### src/hw/rtl/mpcd_pkg.sv
// Shared types, constants and helper functions of the pixel distance block.
`timescale 1ns / 1ps

package mpcd_pkg;

    localparam int MPCD_FRACTION_BITS = 8;
    localparam int MAX_SQ_W           = 18;
    localparam int DIST_W             = 17;
    localparam int CH_W               = 8;
    localparam int PROD_W             = 2 * CH_W;

    localparam int PADDR_W            = 3;
    localparam logic [PADDR_W-1:0] ADDR_CHANNEL_MODE = 3'd0;

    localparam logic [1:0] MODE_GREY  = 2'd0;
    localparam logic [1:0] MODE_RGB   = 2'd1;
    localparam logic [1:0] MODE_ALPHA = 2'd2;

    typedef struct packed {
        logic [CH_W-1:0] a;
        logic [CH_W-1:0] b;
    } mul_req_t;

    typedef enum logic [4:0] {
        ST_IDLE   = 5'b00001,
        ST_CALC   = 5'b00010,
        ST_UPDATE = 5'b00100,
        ST_ROOT   = 5'b01000,
        ST_EMIT   = 5'b10000
    } mpcd_state_t;

    function automatic logic [CH_W-1:0] chan_delta(input logic [CH_W-1:0] x,
                                                   input logic [CH_W-1:0] y);
        chan_delta = (x >= y) ? (x - y) : (y - x);
    endfunction

    // floor(x / 255), exact for x up to 255*255
    function automatic logic [CH_W-1:0] div255(input logic [PROD_W-1:0] x);
        logic [PROD_W:0] t;
        t = {1'b0, x} + {{(CH_W+1){1'b0}}, x[PROD_W-1:CH_W]} + {{PROD_W{1'b0}}, 1'b1};
        div255 = t[PROD_W-1:CH_W];
    endfunction

endpackage

### src/hw/rtl/mpcd_mul.sv
// Shared 8x8 multiplier with a registered product.
`timescale 1ns / 1ps

module mpcd_mul
    import mpcd_pkg::*;
(
    input  logic              clk,
    input  mul_req_t          req,
    output logic [PROD_W-1:0] prod
);

    logic [PROD_W-1:0] prod_reg;
    logic [PROD_W-1:0] prod_next;

    assign prod_next = req.a * req.b;

    always_ff @(posedge clk)
    begin
        prod_reg <= prod_next;
    end

    assign prod = prod_reg;

endmodule

### src/hw/rtl/mpcd_isqrt.sv
// Bit-serial integer square root of (value << 2*FRACTION_BITS), one root bit a cycle.
`timescale 1ns / 1ps

module mpcd_isqrt
    import mpcd_pkg::*;
#(
    parameter int FRACTION_BITS = MPCD_FRACTION_BITS
)
(
    input  logic                clk,
    input  logic                rst_n,
    input  logic                start,
    input  logic [MAX_SQ_W-1:0] value,
    output logic                done,
    output logic [MAX_SQ_W/2+FRACTION_BITS-1:0] root
);

    localparam int OPND_W = MAX_SQ_W + 2 * FRACTION_BITS;
    localparam int ROOT_W = OPND_W / 2;
    localparam int REM_W  = ROOT_W + 2;
    localparam int CNT_W  = $clog2(ROOT_W + 1);

    logic [OPND_W-1:0] opnd_reg, opnd_next;
    logic [REM_W-1:0]  rem_reg, rem_next;
    logic [ROOT_W-1:0] root_reg, root_next;
    logic [CNT_W-1:0]  cnt_reg, cnt_next;
    logic              busy_reg, busy_next;
    logic              done_reg, done_next;

    logic [REM_W-1:0]  rem_sh;
    logic [REM_W-1:0]  trial;
    logic              fits;

    assign rem_sh = {rem_reg[REM_W-3:0], opnd_reg[OPND_W-1 -: 2]};
    assign trial  = {root_reg, 2'b01};
    assign fits   = (rem_sh >= trial);

    always_comb
    begin
        opnd_next = opnd_reg;
        rem_next  = rem_reg;
        root_next = root_reg;
        cnt_next  = cnt_reg;
        busy_next = busy_reg;
        done_next = 1'b0;
        if (start)
        begin
            opnd_next = OPND_W'(value) << (2 * FRACTION_BITS);
            rem_next  = '0;
            root_next = '0;
            cnt_next  = CNT_W'(ROOT_W);
            busy_next = 1'b1;
        end
        else if (busy_reg)
        begin
            opnd_next = opnd_reg << 2;
            rem_next  = fits ? (rem_sh - trial) : rem_sh;
            root_next = {root_reg[ROOT_W-2:0], fits};
            cnt_next  = cnt_reg - 1'b1;
            if (cnt_reg == CNT_W'(1))
            begin
                busy_next = 1'b0;
                done_next = 1'b1;
            end
        end
    end

    always_ff @(posedge clk or negedge rst_n)
    begin
        if (!rst_n)
        begin
            busy_reg <= 1'b0;
            done_reg <= 1'b0;
            cnt_reg  <= '0;
        end
        else
        begin
            busy_reg <= busy_next;
            done_reg <= done_next;
            cnt_reg  <= cnt_next;
        end
    end

    always_ff @(posedge clk)
    begin
        opnd_reg <= opnd_next;
        rem_reg  <= rem_next;
        root_reg <= root_next;
    end

    assign done = done_reg;
    assign root = root_reg;

endmodule

### src/hw/rtl/max_pixel_color_distance.sv
// Top level: largest squared color distance over an image pair, and its root.
// Usage:
//  - Slave stream carries one pixel pair per request, tlast on the final pair.
//  - Master stream gives one result per image: max squared distance and its
//    square root in unsigned fixed point with FRACTION_BITS fraction bits.
//  - APB register 0 (addr 0) is channel_mode; write it only while idle.
//  - Each pair runs through one shared 8x8 multiplier under a step counter:
//    grey mode 1 product, RGB 3, alpha mode 7 (3 weights then 4 squares),
//    each product landing in the cycle after issue. s_tready is low
//    meanwhile, so a new pair is taken only once the last one is done.
//  - On the last pair the bit-serial root unit runs and then the output
//    register is loaded: the result shows as the input side reopens.
//  - Output register frees the input side: a pending result does not block
//    new pairs; only a following last pair waits for the receiver.
//  - Reset: channel_mode = 2, running maximum 0, no result pending.
`timescale 1ns / 1ps

module max_pixel_color_distance
    import mpcd_pkg::*;
#(
    parameter int FRACTION_BITS = MPCD_FRACTION_BITS
)
(
    input  logic               clk,
    input  logic               rst_n,
    // APB configuration
    input  logic               psel,
    input  logic               penable,
    input  logic               pwrite,
    input  logic [PADDR_W-1:0] paddr,
    input  logic [31:0]        pwdata,
    output logic [31:0]        prdata,
    output logic               pready,
    // pixel pair stream
    input  logic               s_tvalid,
    output logic               s_tready,
    // first_blue, first_green, first_red, first_alpha,
    // second_blue, second_green, second_red, second_alpha (8 bits each)
    input  logic [63:0]        s_tdata,
    input  logic               s_tlast,   // last_pixel
    // result stream
    output logic               m_tvalid,
    input  logic               m_tready,
    // max_square_distance [17:0], max_distance_q8 [34:18], zero pad [39:35]
    output logic [39:0]        m_tdata
);

    localparam int ROOT_W = MAX_SQ_W / 2 + FRACTION_BITS;

    // configuration
    logic [1:0] channel_mode_reg, channel_mode_next;
    logic       cfg_wr;

    assign pready = 1'b1;
    assign cfg_wr = psel && penable && pwrite && pready;
    assign prdata = (paddr[PADDR_W-1:2] == ADDR_CHANNEL_MODE[PADDR_W-1:2]) ?
                    {30'd0, channel_mode_reg} : 32'd0;

    always_comb
    begin
        channel_mode_next = channel_mode_reg;
        if (cfg_wr && (paddr[PADDR_W-1:2] == ADDR_CHANNEL_MODE[PADDR_W-1:2]))
            channel_mode_next = pwdata[1:0];
    end

    // datapath state
    mpcd_state_t state_reg, state_next;
    logic [2:0]          step_reg, step_next;
    logic [CH_W-1:0]     db_reg, dg_reg, dr_reg, da_reg, am_reg;
    logic [CH_W-1:0]     db_next, dg_next, dr_next, da_next, am_next;
    logic [CH_W-1:0]     wb_reg, wg_reg, wr_reg, wb_next, wg_next, wr_next;
    logic                last_reg, last_next;
    logic [MAX_SQ_W-1:0] acc_reg, acc_next;
    logic [MAX_SQ_W-1:0] max_reg, max_next;
    logic                m_tvalid_reg, m_tvalid_next;
    logic [MAX_SQ_W-1:0] out_sq_reg, out_sq_next;
    logic [DIST_W-1:0]   out_dist_reg, out_dist_next;

    logic                four_ch;
    logic [2:0]          last_op;
    logic [2:0]          prev_op;
    mul_req_t            mul_req;
    logic [PROD_W-1:0]   prod;
    logic [MAX_SQ_W-1:0] new_max;
    logic                root_start;
    logic                root_done;
    logic [ROOT_W-1:0]   root;
    logic [ROOT_W+DIST_W-1:0] root_ext;
    logic                s_acc;

    assign four_ch  = channel_mode_reg[1];
    assign prev_op  = step_reg - 3'd1;
    assign new_max  = (acc_reg > max_reg) ? acc_reg : max_reg;
    assign s_tready = (state_reg == ST_IDLE);
    assign s_acc    = s_tvalid && s_tready;
    assign root_start = (state_reg == ST_UPDATE) && last_reg;
    assign root_ext = {{DIST_W{1'b0}}, root};

    always_comb
    begin
        case (channel_mode_reg)
            MODE_GREY: last_op = 3'd0;
            MODE_RGB:  last_op = 3'd2;
            default:   last_op = 3'd6;
        endcase
    end

    // operand schedule: alpha mode weights b, g, r, then squares da, wb, wg, wr; otherwise squares db, dg, dr in turn
    always_comb
    begin
        mul_req.a = db_reg;
        mul_req.b = db_reg;
        if (four_ch)
        begin
            case (step_reg)
                3'd0:    begin mul_req.a = db_reg; mul_req.b = am_reg; end
                3'd1:    begin mul_req.a = dg_reg; mul_req.b = am_reg; end
                3'd2:    begin mul_req.a = dr_reg; mul_req.b = am_reg; end
                3'd3:    begin mul_req.a = da_reg; mul_req.b = da_reg; end
                3'd4:    begin mul_req.a = wb_reg; mul_req.b = wb_reg; end
                3'd5:    begin mul_req.a = wg_reg; mul_req.b = wg_reg; end
                default: begin mul_req.a = wr_reg; mul_req.b = wr_reg; end
            endcase
        end
        else
        begin
            case (step_reg)
                3'd1:    begin mul_req.a = dg_reg; mul_req.b = dg_reg; end
                3'd2:    begin mul_req.a = dr_reg; mul_req.b = dr_reg; end
                default: begin mul_req.a = db_reg; mul_req.b = db_reg; end
            endcase
        end
    end

    always_comb
    begin
        state_next    = state_reg;
        step_next     = step_reg;
        db_next       = db_reg;
        dg_next       = dg_reg;
        dr_next       = dr_reg;
        da_next       = da_reg;
        am_next       = am_reg;
        wb_next       = wb_reg;
        wg_next       = wg_reg;
        wr_next       = wr_reg;
        last_next     = last_reg;
        acc_next      = acc_reg;
        max_next      = max_reg;
        m_tvalid_next = m_tvalid_reg && !m_tready;
        out_sq_next   = out_sq_reg;
        out_dist_next = out_dist_reg;

        case (state_reg)
            ST_IDLE:
            begin
                if (s_acc)
                begin
                    db_next   = chan_delta(s_tdata[7:0],   s_tdata[39:32]);
                    dg_next   = chan_delta(s_tdata[15:8],  s_tdata[47:40]);
                    dr_next   = chan_delta(s_tdata[23:16], s_tdata[55:48]);
                    da_next   = chan_delta(s_tdata[31:24], s_tdata[63:56]);
                    am_next   = (s_tdata[31:24] > s_tdata[63:56]) ?
                                s_tdata[31:24] : s_tdata[63:56];
                    last_next = s_tlast;
                    acc_next  = '0;
                    step_next = 3'd0;
                    state_next = ST_CALC;
                end
            end
            ST_CALC:
            begin
                step_next = step_reg + 3'd1;
                if (step_reg != 3'd0)
                begin
                    // product of the op issued last cycle
                    if (four_ch && (prev_op < 3'd3))
                    begin
                        case (prev_op)
                            3'd0:    wb_next = div255(prod);
                            3'd1:    wg_next = div255(prod);
                            default: wr_next = div255(prod);
                        endcase
                    end
                    else
                        acc_next = acc_reg + {{(MAX_SQ_W-PROD_W){1'b0}}, prod};
                    if (prev_op == last_op)
                        state_next = ST_UPDATE;
                end
            end
            ST_UPDATE:
            begin
                max_next   = new_max;
                state_next = last_reg ? ST_ROOT : ST_IDLE;
            end
            ST_ROOT:
            begin
                if (root_done)
                    state_next = ST_EMIT;
            end
            ST_EMIT:
            begin
                if (!m_tvalid_reg || m_tready)
                begin
                    m_tvalid_next = 1'b1;
                    out_sq_next   = max_reg;
                    out_dist_next = root_ext[DIST_W-1:0];
                    max_next      = '0;
                    state_next    = ST_IDLE;
                end
            end
            default:
            begin
                state_next = ST_IDLE;
            end
        endcase
    end

    always_ff @(posedge clk or negedge rst_n)
    begin
        if (!rst_n)
        begin
            state_reg        <= ST_IDLE;
            step_reg         <= '0;
            channel_mode_reg <= MODE_ALPHA;
            max_reg          <= '0;
            m_tvalid_reg     <= 1'b0;
        end
        else
        begin
            state_reg        <= state_next;
            step_reg         <= step_next;
            channel_mode_reg <= channel_mode_next;
            max_reg          <= max_next;
            m_tvalid_reg     <= m_tvalid_next;
        end
    end

    always_ff @(posedge clk)
    begin
        db_reg       <= db_next;
        dg_reg       <= dg_next;
        dr_reg       <= dr_next;
        da_reg       <= da_next;
        am_reg       <= am_next;
        wb_reg       <= wb_next;
        wg_reg       <= wg_next;
        wr_reg       <= wr_next;
        last_reg     <= last_next;
        acc_reg      <= acc_next;
        out_sq_reg   <= out_sq_next;
        out_dist_reg <= out_dist_next;
    end

    mpcd_mul u_mul
    (
        .clk  (clk),
        .req  (mul_req),
        .prod (prod)
    );

    mpcd_isqrt #(
        .FRACTION_BITS (FRACTION_BITS)
    ) u_isqrt
    (
        .clk   (clk),
        .rst_n (rst_n),
        .start (root_start),
        .value (new_max),
        .done  (root_done),
        .root  (root)
    );

    assign m_tvalid = m_tvalid_reg;
    assign m_tdata  = {5'd0, out_dist_reg, out_sq_reg};

endmodule

### config.mk
export PLATFORM = sky130hd
export DESIGN_NAME = max_pixel_color_distance
export DESIGN_NICKNAME = d
export VERILOG_FILES = /design/src/hw/rtl/mpcd_pkg.sv /design/src/hw/rtl/mpcd_mul.sv /design/src/hw/rtl/mpcd_isqrt.sv /design/src/hw/rtl/max_pixel_color_distance.sv
export SDC_FILE = /design/constraint.sdc
export NUM_CORES = 1
export LEC_CHECK = 0
export BUFFER_PORTS_ARGS = -buffer_cell sky130_fd_sc_hd__buf_4
export CORE_AREA = 2 2 181 183
export CTS_CLUSTER_SIZE = 16
export DETAILED_ROUTE_END_ITERATION = 10
export DIE_AREA = 0 0 183 185
export PLACE_DENSITY = 0.69
export SLEW_MARGIN = 5
export SYNTH_ARGS = -nofsm -noshare
export SYNTH_HDL_FRONTEND = slang
export SYNTH_SLANG_ARGS = --single-unit
export TNS_END_PERCENT = 10
### constraint.sdc
create_clock -name clk -period 7.35 [get_ports clk]
set_input_delay 0.735 -clock clk [delete_from_list [all_inputs] [get_ports clk]]
set_output_delay 0.735 -clock clk [all_outputs]
set_load 0.03 [all_outputs]
==> results.tsv <==
metric	value	unit
fin. max-slew vios	0	
most frequent cell after synthesis	inv_1	
Die W	183	um
die area	33900	sq um
met1 Use GR	23.5	%
cts hold-fix bufs	0	
post-cts gate resize count	0	
# fillers	2844	
RR Startpoint	step_reg[0]$_DFFE_PN0P_	
Clock Skews	0.0207	ns
Yosys reg bits	222	
Clk pin slew, worst setup/hold paths	0.06	ns
Crit path largest cell delay	0.69	ns
dominant cells by area after synthesis	edfxtp_1 26%, ha_1 13%, dfxtp_1 6.3%	
FF+latch area	5990	sq um
CTS max path bufs	3	
sequential area share after synthesis	38.0	%
drt total wl	31300	um
CTS tree	built	
Final Core Density	54.9	%
Cell Area, Synth	15800	sq um
routability cong.	0.903	
DRT iter0 DRCs	510	
core area	32000	sq um
Cells after Synth	1576	
DR WL/cell	14.9	um
first-pass GRT wire length	52200	um
# rows	66	
drt pass-1 iters	5	
post-synthesis cell type count	83	
Syn Area/Cell	10.0	sq um
DP Wirelength	24000	um
final setup vio count	0	
Fmax	0.157	GHz
antenna violations before repair	0	
residual DRC count	0	
vias in the first global route	11000	
CTS buffer count	24	
Overflow after GRT	0	
Critical Path AT	6.76	ns
RSZ-0062 raised after global routing	false	
average via count per standard cell	5.35	
setup slack at placement	1.01	ns
slowest CP cell	or4_4	
YS warnings	0	
post-CTS setup buffers	0	
worst setup margin	0.985	ns
final net count	1991	
combined area of the multi-input logic cells	8670	sq um
met2 Use GR	33.8	%
Final Critical Period	6.36	ns
number of port buffers	113	
Fin Setup TNS	0	ns
flop2flop setup slack	0.99	ns
height of the die	185	um
post-synth top area cell	edfxtp_1	
largest net degree at the start of global routing	52	
Top Usage Layer GRT	met2	
synth cell count leaders	192 x inv_1, 164 x ha_1, 136 x edfxtp_1	
fraction of layout cells with a size suffix above 1	11.3	%
Startpoint Class	flip-flop	
FF-to-FF End	u_mul.prod[15]$_DFF_P_	
Fin. Hold Viols	0	
delay-heaviest family, CP	adder cells	
Critical Path End Type	flip-flop	
GRT Resource Usage Total	18.6	%
Worst Max-Slew Pin Slew	0.861	ns
worst path cell trace	ha_1 > ha_1 > or4_4 > nand2_1 > a21oi_1 > nor2_1 > nor2_1 > or2_1 > or2_2 > fa_1 > fa_1 > inv_1 > fa_1 > inv_1 > fa_1 > inv_1 > ha_1 > inv_1 > o21bai_1 > a31o_2 > a41oi_1 > a21oi_1 > xnor2_1	
Root Buffer	clkbuf_16	
number of synthesized flops with an enable pin	136	
met3 Usage GRT	2.04	%
vias post-DR	11200	
Primary FF master, synth	edfxtp_1	
Final ANT Viol Nets	0	
Final Cycle Share	86.6	%
Max-cap violations	0	
Post-synth ARST share	16.2	%
CP required	7.74	ns
CP max FO	20	
CP Buf/Inv Count	4	
I/O pin count	182	
Register-to-Register Path Depth	23	
worst skew pair latency	0.52	ns
clock sink count	222	
H-tree depth	1	
area growth from synthesis to final layout	11.6	%
share of the synthesized area in the top cell type	25.9	%
Hold WC Path Type	input port to async pin	
max_slew headroom	42.6	%
Setup CP Type	flip-flop to flip-flop	
initial core utilization	49.2	%
status	finished, final reports clean	
[metal layers]
metal	wire length, um	part of all wire (%)
met5	0	0
met4	687	2.2
met3	1400	4.5
met2	15400	49
met1	13800	44
[worst register-to-register path: cells and delay by family, from the launching register on]
| family | cells | cell delay (ns) |
|---|---|---|
| buffers and inverters | 4 | 0.23 |
| adder cells (fa/ha/maj) | 7 | 2.95 |
| AO/OA/AOI/OAI | 5 | 0.83 |
| AND/OR/NAND/NOR | 6 | 1.62 |
| XOR/XNOR | 1 | 0.14 |
| flip-flops | 1 | 0.45 |
[metrics by stage]
step | instances | hold slack [ns] | area, sq um
floorplan | 1610 | 0.429 | 15900
global placement | 2057 | 0.442 | 16800
detailed placement | 2057 | 0.445 | 16800
CTS | 2101 | 0.182 | 17600
global route | 2101 | 0.210 | 17600
finish | 2102 | 0.172 | 17600
[cell usage in the layout (no fill, tap or decap), types with 18 or more instances in the layout]
| master | instances |
|---|---|
| nand3_1 | 18 |
| conb_1 | 36 |
| ha_1 | 164 |
| dfxtp_1 | 50 |
| fa_1 | 45 |
| nor2_1 | 129 |
| nand2b_1 | 35 |
| a21oi_1 | 63 |
| clkbuf_16 | 24 |
| inv_1 | 192 |
| nand2_1 | 86 |
| xor2_1 | 28 |
| o21ai_0 | 80 |
| edfxtp_1 | 136 |
| nor2b_1 | 36 |
| buf_4 | 122 |
| a21o_1 | 43 |
| dfrtp_1 | 34 |
| xnor2_1 | 46 |
| mux2i_1 | 88 |
| a211oi_1 | 21 |
[cell type report]
type	count	share of cell area (%)
multi-input combinational	1113	49.3
antenna	1	0.0142
clock inverter	10	0.626
clock buffer	34	3.85
timing repair buffer	122	5.21
inverter	192	4.10
tap	408	2.90
sequential	222	34.0
[logic make-up (layout without fill, tap and decap cells)]
| kind of cell | count (synthesis) | in the layout | share of synthesized area, % |
|---|---|---|---|
| buffers and inverters | 275 | 358 | 7.87 |
| muxes | 93 | 93 | 5.94 |
| DFF | 222 | 222 | 38.0 |
| other | 2 | 37 | 0.0476 |
| AOI/OAI and AO/OA | 311 | 311 | 13.1 |
| and+or+nand+nor | 390 | 390 | 12.2 |
| adders and majority gates | 209 | 209 | 18.7 |
| xor gates and xnor gates | 74 | 74 | 4.11 |
[worst max-delay path by stage]
stage / from / end / slack, ns / cells past startpoint
floorplan: step_reg[0]$_DFFE_PN0P_ / u_mul.prod[15]$_DFF_P_ / 1.46 / 25
global placement: step_reg[0]$_DFFE_PN0P_ / u_mul.prod[15]$_DFF_P_ / 1.06 / 23
detailed placement: step_reg[0]$_DFFE_PN0P_ / u_mul.prod[15]$_DFF_P_ / 1.01 / 23
CTS: step_reg[0]$_DFFE_PN0P_ / u_mul.prod[15]$_DFF_P_ / 0.98 / 23
global route: step_reg[2]$_DFFE_PN0P_ / u_mul.prod[15]$_DFF_P_ / 0.53 / 23
finish: step_reg[0]$_DFFE_PN0P_ / u_mul.prod[15]$_DFF_P_ / 0.99 / 23
Power is left out: the tool's default activity adds up to more than one toggle a clock period on the data nets, which glitch-free logic cannot reach.
